--- src/design/rpdt_pkg.sv ---
// ----------------------------------------------------------------------------
// Power domain table package
// Sizes, action codes, event codes and status codes for the refcounted
// power domain table.
// ----------------------------------------------------------------------------
package rpdt_pkg;

  // Table geometry.
  localparam int TABLE_ENTRIES = 8;
  localparam int IDX_W = (TABLE_ENTRIES > 1) ? $clog2(TABLE_ENTRIES) : 1;
  localparam int CNT_W = $clog2(TABLE_ENTRIES + 1);

  // Field widths.
  localparam int ACTION_W = 2;
  localparam int ID_W     = 16;
  localparam int EVENT_W  = 3;
  localparam int STATUS_W = 2;
  localparam int COUNT_W  = 8;

  localparam logic [COUNT_W-1:0] COUNT_MAX = '1;

  // Input actions.
  typedef enum logic [ACTION_W-1:0] {
    ACT_REGISTER   = 2'd0,
    ACT_UNREGISTER = 2'd1,
    ACT_DOWN_ALL   = 2'd2,
    ACT_UP_ALL     = 2'd3
  } action_t;

  // Result events.
  localparam logic [EVENT_W-1:0] EV_NONE    = 3'd0;
  localparam logic [EVENT_W-1:0] EV_UP      = 3'd1;
  localparam logic [EVENT_W-1:0] EV_DOWN    = 3'd2;
  localparam logic [EVENT_W-1:0] EV_STANDBY = 3'd3;
  localparam logic [EVENT_W-1:0] EV_SRESET  = 3'd4;

  // Result status.
  localparam logic [STATUS_W-1:0] ST_OK    = 2'd0;
  localparam logic [STATUS_W-1:0] ST_FULL  = 2'd1;
  localparam logic [STATUS_W-1:0] ST_NODEV = 2'd2;

endpackage

--- src/design/refcounted_power_domain_table_top.sv ---
// ----------------------------------------------------------------------------
// Refcounted power domain table
// Steps: an accept step, a scan of up to TABLE_ENTRIES slots (one slot per cycle
// through a single compare unit), a finish step, then one final result.
// Sweeps also pass each emitted device result through the output register and
// wait for it to be taken before the scan goes on.
// Reset (synchronous) frees every slot, clears all counts and the down flag.
// ----------------------------------------------------------------------------
module refcounted_power_domain_table_top (
  input  logic                          clk,
  input  logic                          rst,
  input  logic                          in_valid,
  output logic                          in_ready,
  input  logic [rpdt_pkg::ACTION_W-1:0] action,
  input  logic [rpdt_pkg::ID_W-1:0]     device_id,
  input  logic                          reset_instead,
  output logic                          out_valid,
  input  logic                          out_ready,
  output logic [rpdt_pkg::EVENT_W-1:0]  event_res,
  output logic [rpdt_pkg::ID_W-1:0]     target_id,
  output logic [rpdt_pkg::STATUS_W-1:0] status,
  output logic                          last
);
  import rpdt_pkg::*;

  typedef enum logic [1:0] {
    S_IDLE,
    S_SCAN,
    S_FINISH,
    S_OUT
  } state_t;

  state_t state;

  // Table storage.
  logic [ID_W-1:0]    slot_ids    [TABLE_ENTRIES];
  logic [COUNT_W-1:0] slot_counts [TABLE_ENTRIES];
  logic               all_down;

  // Current transaction.
  action_t         cur_action;
  logic [ID_W-1:0] cur_id;
  logic            cur_reset;

  // Scan bookkeeping.
  logic [CNT_W-1:0] idx;
  logic             found;
  logic [IDX_W-1:0] found_idx;
  logic             free_found;
  logic [IDX_W-1:0] free_idx;
  logic             pend_valid;
  logic [ID_W-1:0]  pend_id;

  // Shared compare unit on the slot under the scan pointer.
  logic [ID_W-1:0]    cur_entry;
  logic               entry_match;
  logic               entry_empty;
  logic               scan_end;
  logic [COUNT_W-1:0] sel_count;
  logic [COUNT_W-1:0] dec_count;
  logic               skip_scan;

  always_comb begin
    cur_entry   = slot_ids[idx[IDX_W-1:0]];
    entry_match = (cur_entry == cur_id);
    entry_empty = (cur_entry == '0);
    scan_end    = (idx == CNT_W'(TABLE_ENTRIES - 1));
    sel_count   = slot_counts[found_idx];
    dec_count   = (sel_count != '0) ? (sel_count - COUNT_W'(1)) : '0;
  end

  // Actions that need no slot walk go straight to the finish step.
  always_comb begin
    unique case (action_t'(action))
      ACT_REGISTER, ACT_UNREGISTER: skip_scan = (device_id == '0);
      ACT_DOWN_ALL:                 skip_scan = all_down;
      ACT_UP_ALL:                   skip_scan = !all_down;
      default:                      skip_scan = 1'b1;
    endcase
  end

  assign in_ready = (state == S_IDLE);

  // Sequencer, table and output register.
  always_ff @(posedge clk) begin
    if (rst) begin
      state     <= S_IDLE;
      out_valid <= 1'b0;
      all_down  <= 1'b0;
      for (int i = 0; i < TABLE_ENTRIES; i++) begin
        slot_ids[i]    <= '0;
        slot_counts[i] <= '0;
      end
    end else begin
      unique case (state)
        S_IDLE: begin
          if (in_valid) begin
            cur_action <= action_t'(action);
            cur_id     <= device_id;
            cur_reset  <= reset_instead;
            idx        <= '0;
            found      <= 1'b0;
            free_found <= 1'b0;
            pend_valid <= 1'b0;
            state      <= skip_scan ? S_FINISH : S_SCAN;
          end
        end

        S_SCAN: begin
          idx   <= idx + CNT_W'(1);
          state <= scan_end ? S_FINISH : S_SCAN;
          unique case (cur_action)
            ACT_REGISTER, ACT_UNREGISTER: begin
              if (entry_match && !found) begin
                found     <= 1'b1;
                found_idx <= idx[IDX_W-1:0];
              end
              if (entry_empty && !free_found) begin
                free_found <= 1'b1;
                free_idx   <= idx[IDX_W-1:0];
              end
            end
            ACT_DOWN_ALL: begin
              if (!entry_empty) begin
                event_res <= EV_DOWN;
                target_id <= cur_entry;
                status    <= ST_OK;
                last      <= 1'b0;
                out_valid <= 1'b1;
                state     <= S_OUT;
              end
            end
            ACT_UP_ALL: begin
              // Hold one device back so the final one can carry last.
              if (!entry_empty) begin
                pend_valid <= 1'b1;
                pend_id    <= cur_entry;
                if (pend_valid) begin
                  event_res <= EV_UP;
                  target_id <= pend_id;
                  status    <= ST_OK;
                  last      <= 1'b0;
                  out_valid <= 1'b1;
                  state     <= S_OUT;
                end
              end
            end
            default: begin
              state <= S_FINISH;
            end
          endcase
        end

        S_FINISH: begin
          event_res <= EV_NONE;
          target_id <= '0;
          status    <= ST_OK;
          last      <= 1'b1;
          out_valid <= 1'b1;
          state     <= S_OUT;
          unique case (cur_action)
            ACT_REGISTER: begin
              if (cur_id == '0) begin
                status <= ST_NODEV;
              end else if (found) begin
                if (sel_count != COUNT_MAX) begin
                  slot_counts[found_idx] <= sel_count + COUNT_W'(1);
                end
              end else if (free_found) begin
                slot_ids[free_idx]    <= cur_id;
                slot_counts[free_idx] <= COUNT_W'(1);
                event_res             <= EV_UP;
                target_id             <= cur_id;
              end else begin
                status <= ST_FULL;
              end
            end
            ACT_UNREGISTER: begin
              if (cur_id == '0 || !found) begin
                status <= ST_NODEV;
              end else begin
                slot_counts[found_idx] <= dec_count;
                if (dec_count == '0) begin
                  slot_ids[found_idx] <= '0;
                  event_res           <= EV_DOWN;
                  target_id           <= cur_id;
                end
              end
            end
            ACT_DOWN_ALL: begin
              all_down  <= 1'b1;
              event_res <= cur_reset ? EV_SRESET : EV_STANDBY;
            end
            ACT_UP_ALL: begin
              all_down <= 1'b0;
              if (pend_valid) begin
                event_res <= EV_UP;
                target_id <= pend_id;
              end
            end
            default: begin
              status <= ST_OK;
            end
          endcase
        end

        S_OUT: begin
          if (out_ready) begin
            out_valid <= 1'b0;
            if (last) begin
              state <= S_IDLE;
            end else if (idx == CNT_W'(TABLE_ENTRIES)) begin
              state <= S_FINISH;
            end else begin
              state <= S_SCAN;
            end
          end
        end

        default: begin
          state <= S_IDLE;
        end
      endcase
    end
  end

endmodule

--- config.mk ---
export PLATFORM = sky130hd
export DESIGN_NAME = refcounted_power_domain_table_top
export DESIGN_NICKNAME = d
export VERILOG_FILES = /design/src/design/rpdt_pkg.sv /design/src/design/refcounted_power_domain_table_top.sv
export SDC_FILE = /design/constraint.sdc
export NUM_CORES = 1
export LEC_CHECK = 0
export ABC_AREA = 0
export BUFFER_PORTS_ARGS = -buffer_cell sky130_fd_sc_hd__buf_2
export CAP_MARGIN = 40
export CORE_MARGIN = 1.5
export CORE_UTILIZATION = 57
export DETAILED_ROUTE_END_ITERATION = 7
export GPL_TIMING_DRIVEN = 0
export PLACE_DENSITY = 0.73
export REMOVE_ABC_BUFFERS = 1
export SYNTH_ARGS = -nofsm -noshare
export SYNTH_HDL_FRONTEND = slang
export SYNTH_SLANG_ARGS = --single-unit
--- constraint.sdc ---
create_clock -name clk -period 3.7 [get_ports clk]
set_input_delay 0.74 -clock clk [delete_from_list [all_inputs] [get_ports clk]]
set_output_delay 0.74 -clock clk [all_outputs]
set_load 0.01 [all_outputs]
# Word level (Yosys, flattened, before mapping)
# Memory sizes are Yosys's and may differ from the RTL's. A register that Yosys moved wholly into a read port is not among the register bits.
# Index checks and enable logic that the tools add are counted.
# classes
add_sub_neg,3
n_eq_ne,24
n_mux,113
bitwise,3
reduce_logical,36
# ops
op,count
16-bit 2-to-1 mux,11
16-bit one-hot mux with 2 select lines,2
1-bit 2-to-1 mux,50
16-bit logical NOT,3
16-bit one-hot mux with 3 select lines,1
2-bit 2-to-1 mux,16
8-bit 2-to-1 mux,4
16-bit OR reduction,2
3-bit 2-to-1 mux,10
16-bit equality test,1
2-bit one-hot mux with 2 select lines,4
8-bit OR reduction,2
5-bit AND reduction,3
1-bit one-hot mux with 2 select lines,7
2-bit equality test (second input constant),6
2-bit inequality test (second input constant),6
3-bit inequality test (second input constant),4
3-bit one-hot mux with 2 select lines,2
3-bit one-hot mux with 4 select lines,1
4-bit AND reduction,3
6-bit AND reduction,2
8-bit by 1-bit adder with 8-bit output (second input constant),1
8-bit logical NOT,1
8-bit inequality test (second input constant),1
other kinds (22),36
# totals
reg_bits,74
ramBits,192
input_bits,23
out_inout_bits,24
wordCells,198
n_memories,2
# memory_table
name,words,width,read_ports,rd_clocked_by_memory_dff,wr,line_no,source
slot_ids,8,16,1,1,8,refcounted_power_domain_table_top.sv:36,logic [ID_W-1:0] slot_ids [TABLE_ENTRIES];
slot_counts,8,8,1,1,8,refcounted_power_domain_table_top.sv:37,logic [COUNT_W-1:0] slot_counts [TABLE_ENTRIES];

# Longest topological paths before layout
# depth
depth_word,12
depth_mapped,13
depth_no_buf,9

# Worst setup path before layout
# No wires, ideal clock.
# synth_timing
path_kind,register -> register
startpoint,register with a tool-made name
endpoint,"memory slot_ids[2][0], enable pin"
setup_time_ns,0.414
arrival_time_ns,3.664
t_required_ns,3.286
setup_slack_ns,-0.379
path_stages_with_launch,12
path_buffers,2
synth_period_minus_slack_ns,4.079
cell_sequence,dfxtp_1 buf_2 buf_4 mux2i_1 mux4_2 ha_1 o21ai_0 a221oi_1 nand4_1 nor3_1 a32oi_1 o31ai_1
# synth_rtl
element,line_no
to (decl),refcounted_power_domain_table_top.sv:36

==> impl_metrics.toml <==
[final_layout]
layout.area.seq_um2 = 8082
post-route-util_pct = 67.63
nFillCells = 1724
highest_count_cells_in_the_layout_ignoring_fill_and_taps = "edfxtp_1 (262), and2_1 (137), nor2_1 (69), buf_2 (48), nor3_1 (44)"
finish.net_count = 1181
multi_input_comb_area_um2 = 5710
final_layout_size_suffix_gt1_share_pct = 25.04
layout.cells.most_common = "edfxtp_1"
area_growth_from_synthesis_to_layout_pct = 16.81
finish.cell_count_without_fillers = 1498
n_antenna_cell = 0
final_area_um2 = 16400

[setup_path]
cp-start-kind = "register"
timing.critical_path.to_type = "register"
critical_path_class = "register to register"
required_worst_endpoint_ns = 3.97
critical_path_arrival_ns = 4.02
ff2ff_path_depth = 12
crit_path_max_fanout = 10
r2r_end = "slot_ids[2][3]"
timing.reg2reg.setup_slack_ns = -0.05

[timing]
report.final.hold_viol_count = 0
timing.clock.skew_ns = 0.009267
finalMaxSlewViolations = 0
slew-limit-headroom_pct = 34.61
post-route-worst-setup-slack_ns = -0.04562
period_needed_ns = 3.746
setup-violations-final = 24
achievable-frequency_mhz = 267.0
worst_slew_pin_slew_ns = 0.9809
timing.final.crit_share_pct = 101.2

[die]
die_width_um = 159.9
floorplan.die.height_um = 159.9
die_area_um2 = 25580
top_level_ports = 47
core_region_area_um2 = 24250
floorplan.rows = 57
initial_utilization_pct = 57.90

[drt]
avgRoutedWirePerCell_um = 25.40
drt_iter0_drc = 1104
num_vias = 9793
detailed_router_iteration_count_before_antenna_repair = 7
residual_antenna_violating_net_count_after_detailed_routing = 0
drc_errors = 0
dr_vias_cell = 6.537
totalWireLength_mm = 38.04

[global_routing]
number_of_antenna_violations_at_the_first_check_in_global_routing = 1
grt_first_pass_wirelength_mm = 56.84
number_of_global_route_vias_before_repair = 9721
grt_util_all_layers_pct = 29.21
overflow = 0
grt_max_degree = 31

[status]
violations = "setup timing"
status = "complete, but fails checks"

[power]
leakage_nw = 6.000
intPower_mw = 6.737
cellPowerDensity_nw_per_um2 = 586.9
clkPwrFrac_pct = 32.7
switching_power_mw = 2.887
combPwrFrac_pct = 25.0
power_switching_share_pct = 30.00
vdd.ir_drop.worst_mv = 0.3516
pwr-share-seq_pct = 42.3

[place]
routabilityCongestion = 0.8611
detailed_place_hpwl_mm = 25.58
buffer_ports.inserted = 46
place_inst = 1407
placed_area_um2 = 14810

[hold_path]
worst_hold_path.num_cells = 1
min-delay-start = "device_id[6]"
hold_path_end = "cur_id[6]"
hold_path.class = "input pin to register"

[logic_synthesis]
synth_area_um2 = 14040
post_synth_main_area_contributors = "edfxtp_1 (56%), mux4_2 (6.4%), and2_1 (6.1%)"
ys_warn_count = 0
syn_avg_cell_area_um2 = 12.95
synth_top_cell_by_area = "edfxtp_1"
synth-async-reset-ratio_pct = 0
syn-instance-count = 1084
synth_edf_count = 262
ys_seq_area_share_pct = 57.46
synth.top_cell.area_share_pct = 56.04
synth-main-ff-cell = "edfxtp_1"
ys_seq_elements = 272
synth_cell_types = 88

[clock_tree]
cts.root.buffer_cell = "clkbuf_16"
cts_tree = "yes"
clk_latency_ns = 0.56
cts.hold.buffers_added = 0
max-clock-path-buffers = 3
tritoncts.num_buffers = 30
cts.reportedPaths.clkPinSlew_ns = 0.06
clkSinkCount = 272
ctsHtreeMaxLevel = 1

[run]
drv_cap = 0
[layout make-up]
cell class / instances / area share [%]
timing repair buffer: 115 / 6.584
inverter: 20 / 0.4578
multi-input combinational: 711 / 34.82
clock buffer: 41 / 5.142
sequential: 272 / 49.28
tap: 324 / 2.472
clock inverter: 15 / 1.244
[per-layer routing]
metal  GRT usage [%]  vias to the layer above  wire length [µm]
met3           3.766                      120              2996
met1           37.81                     4868             14610
met5               0                        -                 0
met2           50.32                      547             18810
li1                -                     4258                 -
met4           11.43                        0              1630
[Yosys cell counts, types with 4 or more instances]
cell type  instances
o21ai_0           33
and2_1           137
mux2_2            19
nor3b_1            4
dfxtp_1           10
a211oi_1           5
a31oi_1            8
edfxtp_1         262
buf_6              6
xnor2_1            7
mux2i_1           43
a22oi_1           11
nand3_1           21
nor2_1            74
o31ai_1            8
ha_1               8
mux4_2            40
clkbuf_1          58
or2_2             11
a32oi_1           18
a21oi_1           17
xor2_1            12
nor3_1            51
buf_2              8
nor4_1            17
nand2b_1          20
nand2_1           30
buf_4              5
a21o_1            18
nor2b_1           13
inv_1             19
a311o_1            5
nand4_1            9
[cell families after synthesis]
| family | share of synthesized area [%] |
|---|---|
| muxes | 11.72 |
| buffers and inverters | 3.458 |
| xor gates and xnor gates | 1.185 |
| adders and majority gates | 0.7130 |
| AOI/OAI and AO/OA | 9.286 |
| and+or+nand+nor | 16.18 |
| DFF | 57.46 |
[metrics by stage]
stage | total power [mW] | setup WS [ns] | hold WS (ns) | TNS [ns]
2_1_floorplan | 5.583 | -1.464 | 0.4942 | -188.05
5_1_grt | 9.933 | -0.1673 | 0.3642 | -8.169
6_report | 9.624 | -0.04562 | 0.3742 | -0.5882
3_3_place_gp | 6.317 | -3.681 | 0.5112 | -864.44
3_5_place_dp | 6.438 | -0.8893 | 0.5228 | -123.73
4_1_cts | 9.577 | 0.002195 | 0.3584 | 0
[worst max-delay path: stages, from the launching register on]
cell and delay (ns):
dfxtp_4 0.38, buf_12 0.15, mux2i_2 0.17, mux4_2 0.52
ha_4 0.31, o21ai_0 0.16, a221oi_2 0.33, nand4_1 0.22
nor3_2 0.31, a32oi_4 0.16, o31ai_4 0.33, buf_4 0.22
clkbuf_16 0.18
[registers in the layout, summed over array words and instances (netlist names), 2 cells and up, named ones only]
register	count
cur_id	16
idx	4
slot_ids	128
cur_action	2
target_id	16
found_idx	3
free_idx	3
pend_id	16
state	2
status	2
slot_counts	64
event_res	3
[power by group through the flow]
stage          combinational [mW]  clock (mW)  sequential, mW
6_report                     2.41        3.15            4.07
5_1_grt                      2.56        3.27            4.10
4_1_cts                      2.35        3.17            4.06
3_5_place_dp                 2.32           0            4.12
3_3_place_gp                 2.03           0            4.29
2_1_floorplan                1.43           0            4.16
[how the worst max path moves through the flow]
stage | depth (start not counted) | slack, ns | end
finish | 12 | -0.05 | slot_ids[2][3]
global route | 12 | -0.17 | slot_ids[2][3]
CTS | 11 | 0.002 | slot_ids[3][5]
detailed placement | 11 | -0.89 | slot_ids[3][5]
global placement | 6 | -3.68 | event_res[1]
floorplan | 8 | -1.46 | slot_ids[2][0]
[timing repair]
item / in CTS / in global routing
pin swaps: 8 / 7
resized for setup: 20 / 12
setup buffers: 10 / 19
endpoints found under the setup margin: 348 / 190
hold endpoints to repair: 0 / 0
cloned: 1 / 4
(Power assumes the default switching activity.)
